File: config.mk
export PLATFORM = sky130hd
export DESIGN_NAME = bfwp_ctrl
export DESIGN_NICKNAME = d
export VERILOG_FILES = /design/src/rtl/bfwp_pkg.sv /design/src/rtl/bfwp_ctrl.sv
export SDC_FILE = /design/constraint.sdc
export NUM_CORES = 1
export LEC_CHECK = 0
export BUFFER_PORTS_ARGS = -buffer_cell sky130_fd_sc_hd__buf_2
export CAP_MARGIN = 20
export CORE_AREA = 2 2 39 41
export DETAILED_ROUTE_END_ITERATION = 10
export DIE_AREA = 0 0 41 43
export SYNTH_ARGS = -nofsm -noshare
export SYNTH_HDL_FRONTEND = slang
export SYNTH_SLANG_ARGS = --single-unit
File: constraint.sdc
create_clock -name clock -period 0.8 [get_ports clock]
set_input_delay 0 -clock clock [delete_from_list [all_inputs] [get_ports clock]]
set_output_delay 0 -clock clock [all_outputs]
set_load 0.02 [all_outputs]
File: src/rtl/bfwp_pkg.sv
// Package with shared types and constants for the bounded FIFO with peek.
`timescale 1ns / 1ps

package bfwp_pkg;

   localparam int DEPTH_DEF      = 1024;
   localparam int DATA_WIDTH_DEF = 32;

   localparam int FUNC_W     = 2;
   localparam int POS_W      = 16;
   localparam int CNT_W      = 11;
   localparam int CSR_ADDR_W = 2;
   localparam int CSR_DATA_W = 32;

   localparam logic [CNT_W-1:0]      CAP_RESET    = 11'd1024;
   localparam logic [CSR_ADDR_W-1:0] REG_CAPACITY = 2'd0;

   typedef enum logic [FUNC_W-1:0] {
      FUNC_PUSH   = 2'd0,
      FUNC_POP    = 2'd1,
      FUNC_QUERY  = 2'd2,
      FUNC_STATUS = 2'd3
   } func_type;

   typedef enum logic [1:0] {
      ST_IDLE = 2'd0,
      ST_EXEC = 2'd1,
      ST_RESP = 2'd2
   } state_type;

   // Commands from the controller to the datapath.
   typedef struct packed {
      logic capture;
      logic do_push;
      logic do_pop;
      logic do_read;
      logic fail;
      logic respond;
   } cmd_type;

   // Status from the datapath to the controller.
   typedef struct packed {
      func_type func;
      logic     at_cap;
      logic     is_zero;
      logic     pos_ok;
   } sts_type;

endpackage

File: src/rtl/bfwp_ctrl.sv
// Controller state machine that sequences each FIFO transaction.
`timescale 1ns / 1ps

module bfwp_ctrl import bfwp_pkg::*; (
   input  logic    clock,
   input  logic    reset,
   input  logic    start,
   output logic    busy,
   input  sts_type sts,
   output cmd_type cmd
);

   state_type state_ff;
   state_type state_in;

   always_ff @(posedge clock) begin
      if (reset) begin
         state_ff <= ST_IDLE;
      end else begin
         state_ff <= state_in;
      end
   end

   always_comb begin
      state_in = state_ff;
      case (state_ff)
         ST_IDLE: begin
            if (start) state_in = ST_EXEC;
         end
         ST_EXEC: begin
            state_in = ST_RESP;
         end
         ST_RESP: begin
            state_in = start ? ST_EXEC : ST_IDLE;
         end
         default: begin
            state_in = ST_IDLE;
         end
      endcase
   end

   always_comb begin
      cmd  = '0;
      busy = 1'b0;
      case (state_ff)
         ST_IDLE: begin
            cmd.capture = start;
         end
         ST_EXEC: begin
            busy = 1'b1;
            case (sts.func)
               FUNC_PUSH: begin
                  cmd.do_push = !sts.at_cap;
                  cmd.fail    = sts.at_cap;
               end
               FUNC_POP: begin
                  cmd.do_pop = !sts.is_zero;
                  cmd.fail   = sts.is_zero;
               end
               FUNC_QUERY: begin
                  cmd.do_read = sts.pos_ok;
                  cmd.fail    = !sts.pos_ok;
               end
               default: begin
                  cmd.fail = 1'b0;
               end
            endcase
         end
         ST_RESP: begin
            cmd.respond = 1'b1;
            cmd.capture = start;
         end
         default: begin
            busy = 1'b0;
         end
      endcase
   end

   a_one_action: assert property (@(posedge clock) disable iff (reset)
      $onehot0({cmd.do_push, cmd.do_pop, cmd.do_read}))
      else $error("more than one datapath action in a cycle");

   a_exec_then_resp: assert property (@(posedge clock) disable iff (reset)
      state_ff == ST_EXEC |=> state_ff == ST_RESP)
      else $error("execution not followed by a response");

   a_action_needs_exec: assert property (@(posedge clock) disable iff (reset)
      (cmd.do_push || cmd.do_pop || cmd.do_read || cmd.fail) |-> busy)
      else $error("datapath action outside the execute cycle");

endmodule

==> results.md <==
- Outcome: finished, violations left
- Failing checks: setup timing
- Setup WS pre-CTS: -134.4 ps
- Proportion of layout cells with a drive suffix above 1: roughly 85%
- Synth Area in Simple Gates: 42.86%
- Headroom to the max-slew limit: a little over 80%
- Hold WC Path Type: input port to flop
- Max IR drop VDD: ~0.34 mV
- Clock Sinks: 2
- Final WL: roughly 530 um
- CTS Buf Count: 3
- Compound-Gate Fraction of Synth Area: between 10 and 15%
- Fmax: approximately 900 MHz
- Net Count, Synth: 23
- Crit-path slowest cell: dfxtp_1
- Area taken by multi-input logic gates: ~150 sq um
- Cell taking the most area after synthesis: dfxtp_1
- Arrival time at the worst endpoint: between 1000 and 1500 ps
- CP Launch Point: state_ff[1]$_SDFFE_PP0P_
- RSZ-0062 raised after global routing: yes
- Reg area: just over 40 sq um
- Syn Inst Count: 15
- Vias post-DR: about 210
- Post-route clock period utilization: 138.6%
- Tmin final: 1108 ps
- Clk_skew: between 3 and 4 ps
- Final Setup Violations: 8
- Hold WS: between 100 and 150 ps
- Post-route setup slack: -308.4 ps
- Die ar.: around 1800 sq um
- Synth cell count leaders: nor2b_1 (3), dfxtp_1 (2)
- # rows: 14
- Root Buffer Master: clkbuf_4
- MaxCap Viol Count: 0
- Routed length per placed instance: 9.316 um
- Leak: a little under 0.0002 uW
- Ys Warns: 0
- Worst R2R Start: state_ff[1]$_SDFFE_PP0P_
- Share of synthesized registers carrying an async set or reset: 0%
- Synth area leaders: dfxtp_1 (33%), nor2b_1 (15%), mux2_1 (9.2%)
- PD cells: approximately 1200 nW/um^2
- Chip width: roughly 41 um
- Dominant synthesized flop cell: dfxtp_1
- Largest net degree at the start of global routing: 6
- Total negative slack: -1437 ps
- Worst setup EP type: output pin
- ANT nets after route: 0
- Pwr Total: ~500 uW
- Synth Area in Adders: 0%
- Bufs on Longest Clock Path: 2
- Synth-to-Final Area Change: 231.6%
- CP startpoint kind: flop
- Grt total ovfl: 0
- TritonCTS clock tree: done
- WP data required: ~800 ps
- Largest registers: state_ff (2)
- Post-synthesis sequential area ratio: between 30 and 40%
- Clk slew on worst S/H paths: ~30 ps
- Die Height: about 43 um
- CP max stage delay: ~290 ps
- CP cell instances: nand2b_4 -> nor4b_4 -> buf_4
- Final Max Tran Viols: 0
- Core area: 1384 sq um
- First-pass GRT wire length: roughly 900 um
- DR pass1 iterations: 1
- Number of flops mapped to enable cells by yosys: 0
- Antenna violations before repair: 0
- Worst-path fanout max: 5
- Synth top area share: 32.65%
- Via-per-instance ratio: 3.702
- Largest reg by FF count: state_ff
- Layout net count: 51
- DP HPWL: between 300 and 400 um
- Drt initial violations: 0
- Clock insertion delay at the later pin of the skew report: between 200 and 250 ps
- DR DRC count: 0
- Final Hold Viols: 0
- Post-synthesis cell type count: 12
- XOR/XNOR Fraction of Synth Area: 0%
- H-tree levels: 1
- Netlist Area Pre-Place: approximately 120 sq um
- Worst Hold Launch: start
- FF+latch count, synth: 2
- Fillers: 150
- I/O pin total: 15
- Post-synthesis mux area share: a little under a tenth
- Initial Utilization: under 10%
- Critical path type: flop to output pin
- Number of global-route vias before repair: between 200 and 250
- PortBufs: 14
- RD Place Congestion: between 0.5 and 0.6
- Main combinational cell family by area after synthesis: simple AND/OR/NAND/NOR gates
- Most frequent cell after synthesis: nor2b_1
- Max reg flops: 2
- Tot GR Track Use: between 8 and 9%
- Worst Tran Pin Value: roughly 250 ps
- N_diodes: 0
- Syn_area_per_cell: about 8.2 sq um
## path summary, 6_finish.rpt
| check | slack (ps) | cells past startpoint | endpoint |
|---|---|---|---|
| setup reg to reg | -40 | 4 | state_ff[1]$_SDFFE_PP0P_ |
| setup / recovery | -310 | 3 | cmd[3] |
| hold / removal | 140 | 3 | state_ff[0]$_SDFFE_PP0P_ |
| hold reg to reg | 640 | 3 | state_ff[0]$_SDFFE_PP0P_ |
## critical path: cells and delay by family, from the launching register on
| family | cells | cell delay, ps |
|---|---|---|
| buf+inv | 1 | 170 |
| flops | 1 | 290 |
| simple gates | 2 | 420 |
## per-stage QoR
step / instance area, sq um / utilization, % / instances
2_1_floorplan: 175.2 / - / 15
5_1_grt: 406.6 / 29.39 / 57
3_5_place_dp: 310.3 / 22.42 / 51
6_report: 406.6 / 29.39 / 57
3_3_place_gp: 310.3 / 22.42 / 51
4_1_cts: 396.6 / 28.66 / 57
## layer usage
layer | wire length [um] | global-route usage, % | vias to the layer above | share of wire, %
met5 | 0 | 0 | - | 0
met4 | 0 | 10.00 | 0 | 0
met3 | 51 | 4.188 | 0 | 9.6
met2 | 316 | 12.19 | 6 | 60
met1 | 163 | 7.348 | 97 | 31
li1 | - | - | 108 | -
## cell type report
| type | count | share of cell area (%) |
|---|---|---|
| tap | 16 | 4.923 |
| multi-input combinational | 12 | 36.00 |
| clock buffer | 3 | 5.538 |
| inverter | 1 | 0.9231 |
| timing repair buffer | 23 | 42.46 |
| sequential | 2 | 10.15 |
## layout by cell type, fill, tap and decap left out, drive strengths merged
cell type,Yosys,routed
buf,0,22
clkbuf,0,3
nor2b,3,3
dfxtp,2,2
nand2b,1,1
inv,1,1
nor4b,1,1
nand2,1,1
nor3,1,1
mux2,1,1
o21ai,1,1
o211a,1,1
nor4,1,1
nor2,1,1
dlygate4sd3,0,1
## cell families after synthesis
group,after synthesis
buffers and inverters,1
muxes,1
DFF,2
AOI/OAI and AO/OA,2
and+or+nand+nor,9
## report_power, final
group | total [uW] | leakage, uW | switching (uW) | internal (uW)
combinational | 164 | 0.000165 | 72.6 | 91.7
sequential | 110 | 0.0000168 | 4.05 | 106
clock | 227 | 0.0000138 | 60.8 | 166
total | 501 | 0.000196 | 138 | 364
## timing repair
action,CTS,global route
endpoints found under the hold margin,2,0
hold buffers,1,0
pin swaps,3,1
gates resized for setup,13,3
setup endpoints to repair,7,9
buffers inserted,2,0
(Power assumes the default switching activity.)
